**config.mk**
```make
export PLATFORM = sky130hd
export DESIGN_NAME = prbt_queue
export DESIGN_NICKNAME = d
export VERILOG_FILES = /design/src/hw/rtl/prbt_pkg.sv /design/src/hw/rtl/prbt_queue.sv
export SDC_FILE = /design/constraint.sdc
export NUM_CORES = 1
export LEC_CHECK = 0
export ABC_AREA = 0
export BUFFER_PORTS_ARGS = -buffer_cell sky130_fd_sc_hd__buf_2
export CAP_MARGIN = 20
export CORE_MARGIN = 3
export CORE_UTILIZATION = 55
export CTS_CLUSTER_SIZE = 24
export DETAILED_ROUTE_END_ITERATION = 16
export PLACE_DENSITY = 0.88
export SYNTH_ARGS = -nofsm -noshare
export SYNTH_HDL_FRONTEND = slang
export SYNTH_SLANG_ARGS = --single-unit
export TNS_END_PERCENT = 1
```
**constraint.sdc**
```tcl
create_clock -name clk -period 5.65 [get_ports clk]
set_input_delay 1.13 -clock clk [delete_from_list [all_inputs] [get_ports clk]]
set_output_delay 1.13 -clock clk [all_outputs]
set_load 0.01 [all_outputs]
```
**src/hw/rtl/prbt_pkg.sv**
```systemverilog
package prbt_pkg;

  localparam int MAX_NODES = 1024;
  localparam int MAX_LANES = 128;

  localparam int BYTE_W   = 8;
  localparam int NODE_W   = $clog2(MAX_NODES);
  localparam int NCNT_W   = NODE_W + 1;
  localparam int LANE_W   = $clog2(MAX_LANES);
  localparam int LCFG_W   = 8;
  localparam int ADDR_W   = NODE_W + LANE_W;
  localparam int STORE_DEPTH = MAX_NODES * MAX_LANES;

  localparam int Q_DEPTH  = 4;
  localparam int QPTR_W   = $clog2(Q_DEPTH);
  localparam int QCNT_W   = QPTR_W + 1;

  localparam logic [1:0] ST_OK     = 2'd0;
  localparam logic [1:0] ST_PARENT = 2'd1;
  localparam logic [1:0] ST_FULL   = 2'd2;

  localparam logic REG_LANES = 1'b0;
  localparam logic REG_MODE  = 1'b1;

  localparam logic [LCFG_W-1:0] LANES_RESET = LCFG_W'(MAX_LANES);

  typedef struct packed {
    logic [BYTE_W-1:0] in_byte;
    logic [1:0]        status;
    logic [NODE_W-1:0] node_index;
    logic [NODE_W-1:0] parent_node;
    logic [LANE_W-1:0] lane;
    logic              node_done;
    logic              use_parent;
    logic              wr_en;
  } req_t;

endpackage

```
**src/hw/rtl/prbt_queue.sv**
```systemverilog
module prbt_queue (
  input  logic           clk,
  input  logic           rst,
  input  logic           push,
  input  prbt_pkg::req_t push_req,
  output logic           full,
  input  logic           pop,
  output logic           nonempty,
  output prbt_pkg::req_t head
);

  prbt_pkg::req_t              slots [prbt_pkg::Q_DEPTH];
  logic [prbt_pkg::QPTR_W-1:0] wr_ptr;
  logic [prbt_pkg::QPTR_W-1:0] rd_ptr;
  logic [prbt_pkg::QCNT_W-1:0] count;

  assign full     = (count == prbt_pkg::QCNT_W'(prbt_pkg::Q_DEPTH));
  assign nonempty = (count != '0);
  assign head     = slots[rd_ptr];

  always_ff @(posedge clk) begin
    if (push) begin
      slots[wr_ptr] <= push_req;
    end
  end

  always_ff @(posedge clk) begin
    if (rst) begin
      wr_ptr <= '0;
      rd_ptr <= '0;
      count  <= '0;
    end else begin
      if (push) begin
        wr_ptr <= wr_ptr + prbt_pkg::QPTR_W'(1);
      end
      if (pop) begin
        rd_ptr <= rd_ptr + prbt_pkg::QPTR_W'(1);
      end
      unique case ({push, pop})
        2'b10:   count <= count + prbt_pkg::QCNT_W'(1);
        2'b01:   count <= count - prbt_pkg::QCNT_W'(1);
        default: count <= count;
      endcase
    end
  end

endmodule

```
==> flow_summary.toml <==
[outcome]
run_status = "completed"

[sta]
maxSlewViolCount = 0
finalSetupViolations = 0
worstMarginPinSlew_ns = 0.814
final.period_utilization_pct = 57.3
fin_skew_ns = 0.00723
post-route-min-period_ns = 3.24
setup_ws_ns = 2.41
slew_headroom_pct = 45.7
tns_ns = 0
max_freq_ghz = 0.309
finalHoldViolations = 0
grt_setup_unrepaired = "false"

[clocking]
cts_num_sinks = 169
cts_buffer_depth = 2
cts_max_level = 4
root_buffer = "clkbuf_16"
cts_tree = "yes"
clk-insertion-delay-late_ns = 0.41
cts_made_buffers = 17
cts_hold_buffers = 0
clk_pin_slew_ns = 0.06
postCtsSetupBuffers = 0
post_cts_resized = 0

[setup_path]
worst_ep_required_time_ns = 4.52
worst-setup-path-type = "reg -> out"
end_kind = "primary output"
crit_arrival_ns = 2.11
cp_max_fo = 40
crit_path_start_kind = "flop"

[synth]
yosysTopAreaCell = "edfxtp_1"
synth_top_area_share_pct = 77.0
ys_top_cells_by_area = "edfxtp_1 77%, mux4_2 14%, dfxtp_1 2.9%"
avgSynthCellArea_um2 = 24.8
ys_ff_latch = 169
synth_most_common_cell = "edfxtp_1"
synthCells = 252
synthTopCellsByCount = "160 x edfxtp_1, 40 x mux4_2, 9 x dfxtp_1, 7 x nor2_1, 5 x ha_1"
synth-edff-count = 160
synthesis.nets = 302
ys_warn_count = 0
ys_seq_area_share_pct = 79.8
ys.flop_type = "edfxtp_1"
async_flop_share_pct = 0
syn_area_um2 = 6240
ys_types = 20

[grt]
grt_max_degree = 41
grt_usage_pct = 17.5
gr-usage-met1_pct = 22.7
met2_usage_pct = 27.6
grt_first_pass_wirelength_um = 16300
grt_busiest_layer = "met2"
use_met3_pct = 5.44
grt_pass1_vias = 3004
overflow = 0
antenna_found_initial = 0

[place]
pre_cts_ws_ns = 2.78
gp_congestion = 0.676
place_inst = 467
dp_hpwl_um = 5700
place_area_um2 = 6740
io_buffers = 85

[finish]
syn2layout_area_growth_pct = 19.0
final_cell_area_um2 = 7430
diodes = 0
final_cells = 504
num-nets-final = 401
drive_above_1_share_pct = 45.9

[detailed_routing]
viasPerCell = 5.58
avgRoutedWirePerCell_um = 20.0
wl_um = 10100
drtAntennaViolNets = 0
drc = 0
vias = 2811
drt_iter0_drc = 139
dr.pass1.iters = 4

[job]
cap_violations = 0

[pwr]
power_mw = 2.83
p_int_mw = 2.23
leakagePower_nw = 2.54
power_density_nw_per_um2 = 380
switching_share_pct = 21.1
ir_worst_vdd_uv = 239
clockPowerShare_pct = 39.1
comb_power_share_pct = 8.6
p_sw_mw = 0.597
seqPwrFrac_pct = 52.2

[die]
io_pins = 86
rows = 38
die_x_um = 113
dieArea_um2 = 12700
core_area_um2 = 11000
die-height_um = 113
start_util_pct = 56.8

[min_path]
min_path_type = "reg -> reg"
==> cell type report <==
cell class | instances | area, µm²
Clock buffer | 23 | 498
Clock inverter | 9 | 91.3
Fill cell | 691 | 3550
Inverter | 3 | 11.3
Multi-Input combinational cell | 70 | 1140
Sequential cell | 169 | 4990
Tap cell | 140 | 175
Timing Repair Buffer | 90 | 526
==> per-stage QoR <==
step / utilization [%] / hold WS, ns
5_1_grt: 67.6 / 0.545
2_1_floorplan: - / 0.461
3_5_place_dp: 61.4 / 0.517
4_1_cts: 66.7 / 0.531
6_report: 67.6 / 0.528
3_3_place_gp: 61.4 / 0.472
==> layout by cell type (no fill, tap or decap), drive strengths merged, types with 2 or more instances in the layout <==
cell type,synthesis,routed
or3,2,2
clkbuf,1,23
clkinvlp,0,4
dfxtp,9,9
xor2,2,2
buf,9,90
mux2i,2,2
inv,3,3
mux4,40,40
edfxtp,160,160
clkinv,0,4
xnor2,3,3
nor2,7,7
ha,5,5
and2,4,4
==> state kept, by name (all words and copies together), names as in the netlist, named ones only <==
name,flops
slots,160
count,3
rd_ptr,2
wr_ptr,2
==> power groups by stage <==
stage | registers (mW) | clock network (mW) | logic, mW
2_1_floorplan | 1.48 | 0 | 0.174
3_3_place_gp | 1.51 | 0 | 0.226
3_5_place_dp | 1.51 | 0 | 0.233
4_1_cts | 1.49 | 1.12 | 0.235
5_1_grt | 1.48 | 1.19 | 0.266
6_report | 1.48 | 1.11 | 0.244
==> routing by layer <==
layer	wire length, µm	part of all wire [%]
met2	5220	52
met1	4180	42
met3	534	5.3
met5	0	0
met4	136	1.4
==> cell families (layout without fill, tap and decap cells) <==
| group | after synthesis | count (layout) | share of synthesized area (%) |
|---|---|---|---|
| flip-flops | 169 | 169 | 79.8 |
| multiplexers | 42 | 42 | 14.7 |
| AND/OR/NAND/NOR | 15 | 15 | 1.20 |
| buffers and inverters | 13 | 125 | 2.02 |
| adder cells (fa/ha/maj) | 6 | 6 | 1.32 |
| XOR/XNOR | 5 | 5 | 0.702 |
| AO/OA/AOI/OAI | 2 | 2 | 0.160 |
==> path summary, 6_finish.rpt <==
path	start	end	slack, ns	depth (start not counted)
min	count[2]$_SDFFE_PP0P_	count[2]$_SDFFE_PP0P_	0.53	2
max reg2reg	wr_ptr[0]$_SDFFE_PP0P_	slots[0][11]$_DFFE_PP_	3.99	4
min reg2reg	count[2]$_SDFFE_PP0P_	count[2]$_SDFFE_PP0P_	0.53	2
max	flop	head[37]	2.41	2
==> worst max-delay path: stages (launching register included) <==
cell,delay [ns]
dfxtp_4,0.88
mux4_2,0.62
buf_2,0.16
Note: power is estimated with default switching activity, not from simulation.
