<file path="src/hw/rtl/prbt_pkg.sv">
package prbt_pkg;

  localparam int MAX_NODES = 1024;
  localparam int MAX_LANES = 128;

  localparam int BYTE_W   = 8;
  localparam int NODE_W   = $clog2(MAX_NODES);
  localparam int NCNT_W   = NODE_W + 1;
  localparam int LANE_W   = $clog2(MAX_LANES);
  localparam int LCFG_W   = 8;
  localparam int ADDR_W   = NODE_W + LANE_W;
  localparam int STORE_DEPTH = MAX_NODES * MAX_LANES;

  localparam int Q_DEPTH  = 4;
  localparam int QPTR_W   = $clog2(Q_DEPTH);
  localparam int QCNT_W   = QPTR_W + 1;

  localparam logic [1:0] ST_OK     = 2'd0;
  localparam logic [1:0] ST_PARENT = 2'd1;
  localparam logic [1:0] ST_FULL   = 2'd2;

  localparam logic REG_LANES = 1'b0;
  localparam logic REG_MODE  = 1'b1;

  localparam logic [LCFG_W-1:0] LANES_RESET = LCFG_W'(MAX_LANES);

  typedef struct packed {
    logic [BYTE_W-1:0] in_byte;
    logic [1:0]        status;
    logic [NODE_W-1:0] node_index;
    logic [NODE_W-1:0] parent_node;
    logic [LANE_W-1:0] lane;
    logic              node_done;
    logic              use_parent;
    logic              wr_en;
  } req_t;

endpackage

</file>
<file path="src/hw/rtl/prbt_front.sv">
module prbt_front (
  input  logic                          clk,
  input  logic                          rst,
  input  logic                          s_tvalid,
  output logic                          s_tready,
  input  logic [23:0]                   s_tdata,
  input  logic [0:0]                    s_tuser,
  input  logic [prbt_pkg::LCFG_W-1:0]   lanes_per_node,
  input  logic                          q_full,
  output logic                          q_push,
  output prbt_pkg::req_t                q_req
);

  logic [prbt_pkg::NCNT_W-1:0] current_node;
  logic [prbt_pkg::LANE_W-1:0] current_lane;

  logic [prbt_pkg::NCNT_W-1:0] node;
  logic [prbt_pkg::LANE_W-1:0] lane;
  logic [prbt_pkg::LCFG_W-1:0] eff_lanes;
  logic [prbt_pkg::LCFG_W:0]   lane_p1;
  logic                        full;
  logic                        done;
  logic                        has_parent;
  logic [prbt_pkg::NODE_W-1:0] parent;
  logic                        parent_bad;

  assign s_tready   = !q_full;
  assign q_push     = s_tvalid && s_tready;
  assign has_parent = s_tdata[8];
  assign parent     = s_tdata[18:9];

  assign node = s_tuser[0] ? '0 : current_node;
  assign lane = s_tuser[0] ? '0 : current_lane;
  assign full = (node >= prbt_pkg::NCNT_W'(prbt_pkg::MAX_NODES));

  always_comb begin
    if (lanes_per_node == '0) begin
      eff_lanes = prbt_pkg::LCFG_W'(1);
    end else if (lanes_per_node > prbt_pkg::LANES_RESET) begin
      eff_lanes = prbt_pkg::LANES_RESET;
    end else begin
      eff_lanes = lanes_per_node;
    end
  end

  assign lane_p1    = (prbt_pkg::LCFG_W+1)'(lane) + (prbt_pkg::LCFG_W+1)'(1);
  assign done       = lane_p1 >= {1'b0, eff_lanes};
  assign parent_bad = has_parent && (prbt_pkg::NCNT_W'(parent) >= node);

  always_comb begin
    q_req             = '0;
    q_req.in_byte     = s_tdata[7:0];
    q_req.parent_node = parent;
    q_req.lane        = lane;
    q_req.node_done   = done;
    q_req.wr_en       = !full;
    q_req.node_index  = full ? '0 : node[prbt_pkg::NODE_W-1:0];
    q_req.use_parent  = !full && has_parent && !parent_bad;
    priority if (full) begin
      q_req.status = prbt_pkg::ST_FULL;
    end else if (parent_bad) begin
      q_req.status = prbt_pkg::ST_PARENT;
    end else begin
      q_req.status = prbt_pkg::ST_OK;
    end
  end

  always_ff @(posedge clk) begin
    if (rst) begin
      current_node <= '0;
      current_lane <= '0;
    end else if (q_push) begin
      if (done) begin
        current_lane <= '0;
        current_node <= full ? node : node + prbt_pkg::NCNT_W'(1);
      end else begin
        current_lane <= lane + prbt_pkg::LANE_W'(1);
        current_node <= node;
      end
    end
  end

endmodule

</file>
<file path="config.mk">
export PLATFORM = sky130hd
export DESIGN_NAME = prbt_front
export DESIGN_NICKNAME = d
export VERILOG_FILES = /design/src/hw/rtl/prbt_pkg.sv /design/src/hw/rtl/prbt_front.sv
export SDC_FILE = /design/constraint.sdc
export NUM_CORES = 1
export LEC_CHECK = 0
export ABC_AREA = 1
export BUFFER_PORTS_ARGS = -buffer_cell sky130_fd_sc_hd__buf_4
export CAP_MARGIN = 10
export CORE_ASPECT_RATIO = 1.75
export CORE_UTILIZATION = 52
export DETAILED_ROUTE_END_ITERATION = 7
export GPL_ROUTABILITY_DRIVEN = 0
export PLACE_DENSITY = 0.9
export SETUP_SLACK_MARGIN = 0.05
export SLEW_MARGIN = 10
export SYNTH_ARGS = -nofsm -noshare
export SYNTH_HDL_FRONTEND = slang
export SYNTH_SLANG_ARGS = --single-unit
export TNS_END_PERCENT = 20
</file>
<file path="constraint.sdc">
create_clock -name clk -period 3.55 [get_ports clk]
set_input_delay 0.355 -clock clk [delete_from_list [all_inputs] [get_ports clk]]
set_output_delay 0.355 -clock clk [all_outputs]
set_load 0.01 [all_outputs]
</file>
==> results.sh <==
export IMPL_netlist_instances=291
export IMPL_muxShareOfSynthArea_pct=0
export IMPL_grt_max_degree=16
export IMPL_root_buffer="clkbuf_8"
export IMPL_p_per_area_mw_per_mm2=219.4
export IMPL_reg2reg_to="current_lane[0]"
export IMPL_whs_path_depth=2
export IMPL_synthXorXnorAreaFrac_pct=2.327
export IMPL_postCtsSetupBuffers=0
export IMPL_clock_sinks=18
export IMPL_hold_class="input port to flop"
export IMPL_synth_area_mm2=0.001882
export IMPL_swShare_pct=27.37
export IMPL_cts_path_max_buffers=2
export IMPL_detailroute_via_count=1989
export IMPL_ctsHtreeMaxLevel=1
export IMPL_skew_ns=0.007136
export IMPL_synth_compound_area_share_pct=9.508
export IMPL_worst_pin_slew_ns=0.4155
export IMPL_synth_fp_nets=349
export IMPL_cts_resized=0
export IMPL_finish_instance_area_mm2=0.002205
export IMPL_num_antenna_cells=0
export IMPL_first_iter_violations=52
export IMPL_core_mm2=0.003433
export IMPL_setup_viol=0
export IMPL_areaGrowthSynthToFinish_pct=17.15
export IMPL_fmax_mhz=326.1
export IMPL_ys_warn_count=0
export IMPL_instances_no_fill=371
export IMPL_vias_per_cell=5.361
export IMPL_rsz0062_at_grt="no"
export IMPL_drc=0
export IMPL_clk_latency_ns=0.26
export IMPL_syn_avg_cell_area_um2=6.467
export IMPL_p_leak_nw=1.102
export IMPL_synth_edf_count=0
export IMPL_yosys_register_bits=18
export IMPL_finalSetupTns_ns=0
export IMPL_reg2reg_depth=13
export IMPL_yosys_area_share_simple_pct=34.77
export IMPL_final_max_slew_viol_count=0
export IMPL_cts_buffers=3
export IMPL_yosysUniqueCellTypes=30
export IMPL_end_kind="output port"
export IMPL_p_switching_uw=132.4
export IMPL_die_y_um=81.58
export IMPL_hold_viol_final=0
export IMPL_final_min_clock_period_ns=3.067
export IMPL_dr_pass1_iters=4
export IMPL_maxCapViolCount=0
export IMPL_synth_fa_ha_area_share_pct=13.96
export IMPL_tritoncts="yes"
export IMPL_final_nets=385
export IMPL_crit_type="input port to output port"
export IMPL_synthFlopType="dfxtp_1"
export IMPL_critPathMaxFanout=13
export IMPL_ys_async_sr_fraction_pct=0
export IMPL_cts_hold_buf=0
export IMPL_start_kind="input port"
export IMPL_pwr_share_seq_pct=42.4
export IMPL_placed_area_mm2=0.002150
export IMPL_grt_pass1_wl_um=6748
export IMPL_combPwrFrac_pct=22.5
export IMPL_min_to="current_node[10]"
export IMPL_first_global_vias=1812
export IMPL_clkTransAtPathRegs_ns=0.07
export IMPL_min_from="rst"
export IMPL_cp_arrival_ns=2.71
export IMPL_ioPinCount=79
export IMPL_totalWireLength_um=4320
export IMPL_relSlewSlack_pct=72.20
export IMPL_track_usage_pct=23.58
export IMPL_die_area_mm2=0.003873
export IMPL_finalCritPeriodShare_pct=86.39
export IMPL_antenna_found_initial=0
export IMPL_grt_overflow_total=0
export IMPL_ys_seq_area_share_pct=19.15
export IMPL_port_buffers=57
export IMPL_post_drt_wl_per_cell_um=11.64
export IMPL_row_count=28
export IMPL_start_util_pct=54.81
export IMPL_ant_nets=0
export IMPL_drive_gt1_share_pct=23.62
export IMPL_p_int_uw=351.4
export IMPL_status="finished, final reports clean"
export IMPL_die_width_um=47.48
export IMPL_dp_cells=367
export IMPL_rrSetupSlack_ns=0.97
export IMPL_pwr_share_clk_pct=35.1
export IMPL_dp_hpwl_um=3470
export IMPL_crit_path_start="s_tuser"
export IMPL_required_ns=3.19
export IMPL_reg2reg_from="current_lane[0]"
export IMPL_ir_drop_mv=0.2353
export IMPL_synth_top_family_by_area="simple AND/OR/NAND/NOR gates"
[cells by family after synthesis]
logic type	after synthesis
and+or+nand+nor	144
adders and majority gates	21
AOI/OAI and AO/OA	33
xor gates and xnor gates	5
buffers and inverters	70
DFF	18
[final cells by class]
cell class	instances	area (um2)
Tap cell	45	56.30
Inverter	44	165.2
Fill cell	314	1229
Timing Repair Buffer	57	427.9
Multi-Input combinational cell	203	1140
Sequential cell	18	360.3
Clock buffer	4	55.05
[flip-flops by register name, indices dropped and copies added, names as in the netlist]
signal        cells
current_node     11
current_lane      7
[worst max-delay path by stage]
stage / end / slack (ns)
floorplan: q_req[2] / 0.91
global placement: q_req[2] / 0.57
detailed placement: q_req[2] / 0.54
CTS: q_req[2] / 0.51
global route: q_req[2] / 0.30
finish: q_req[2] / 0.48
[cell usage after synthesis (3+ instances only)]
master   number  share of area [%]
nand4_1       6                2.0
o21ai_0       8                2.1
ha_1         21                 14
buf_4        21                8.4
inv_2         4               0.80
nand2_1      72                 14
dfxtp_1      18                 19
a21oi_1      19                5.1
inv_1        40                8.0
nand3_1       9                2.4
xor2_1        3                1.4
nor2_1       40                8.0
[layer usage]
layer | global-route usage [%] | share of wire [%] | wire length, um
met5 | 0 | 0 | 0
met4 | 16.00 | 4.1 | 178
met3 | 2.198 | 5.2 | 224
met2 | 46.30 | 56 | 2398
met1 | 19.81 | 35 | 1518
[worst max-delay path: stages]
cell	delay (ns)
buf_4	0.18
inv_2	0.25
nand2_1	0.18
nor3_1	0.29
nand3_1	0.18
xor2_1	0.25
ha_1	0.29
a21oi_1	0.17
o21a_1	0.23
nand2_4	0.15
buf_4	0.18
[layout by cell type (no fill, tap or decap)]
cell / instances
nor2_4: 2
xnor2_1: 2
nor3_2: 2
nand3b_1: 2
dfxtp_1: 18
o21a_1: 2
nor4_1: 1
inv_1: 40
o21ai_0: 8
nand2_1: 72
ha_1: 21
a21oi_1: 19
nand3_1: 9
a31oi_1: 1
nand3_2: 1
nand2_2: 2
buf_4: 57
a21o_1: 1
clkbuf_8: 4
xor2_1: 3
nor2_2: 2
nor3_1: 2
nand2_4: 2
nand4_1: 6
o21bai_1: 2
inv_2: 4
nand2_8: 1
nor2_1: 40
[power by group through the flow]
stage / logic, mW / clock network [mW] / registers, mW
finish: 0.109 / 0.170 / 0.205
global route: 0.123 / 0.182 / 0.205
CTS: 0.109 / 0.170 / 0.205
detailed placement: 0.109 / 0 / 0.210
global placement: 0.105 / 0 / 0.209
floorplan: 0.0815 / 0 / 0.209
[stage by stage]
| step | utilization (%) | worst slack, ns | hold slack [ns] | power (mW) |
|---|---|---|---|---|
| 2_1_floorplan | - | 0.9134 | 0.4241 | 0.2907 |
| 6_report | 64.21 | 0.4833 | 0.3847 | 0.4838 |
| 3_5_place_dp | 62.61 | 0.5354 | 0.4558 | 0.3185 |
| 4_1_cts | 64.21 | 0.5103 | 0.3807 | 0.4845 |
| 3_3_place_gp | 62.61 | 0.5741 | 0.4523 | 0.3149 |
| 5_1_grt | 64.21 | 0.2975 | 0.3897 | 0.5097 |
Power figures use the tool's default switching activity.
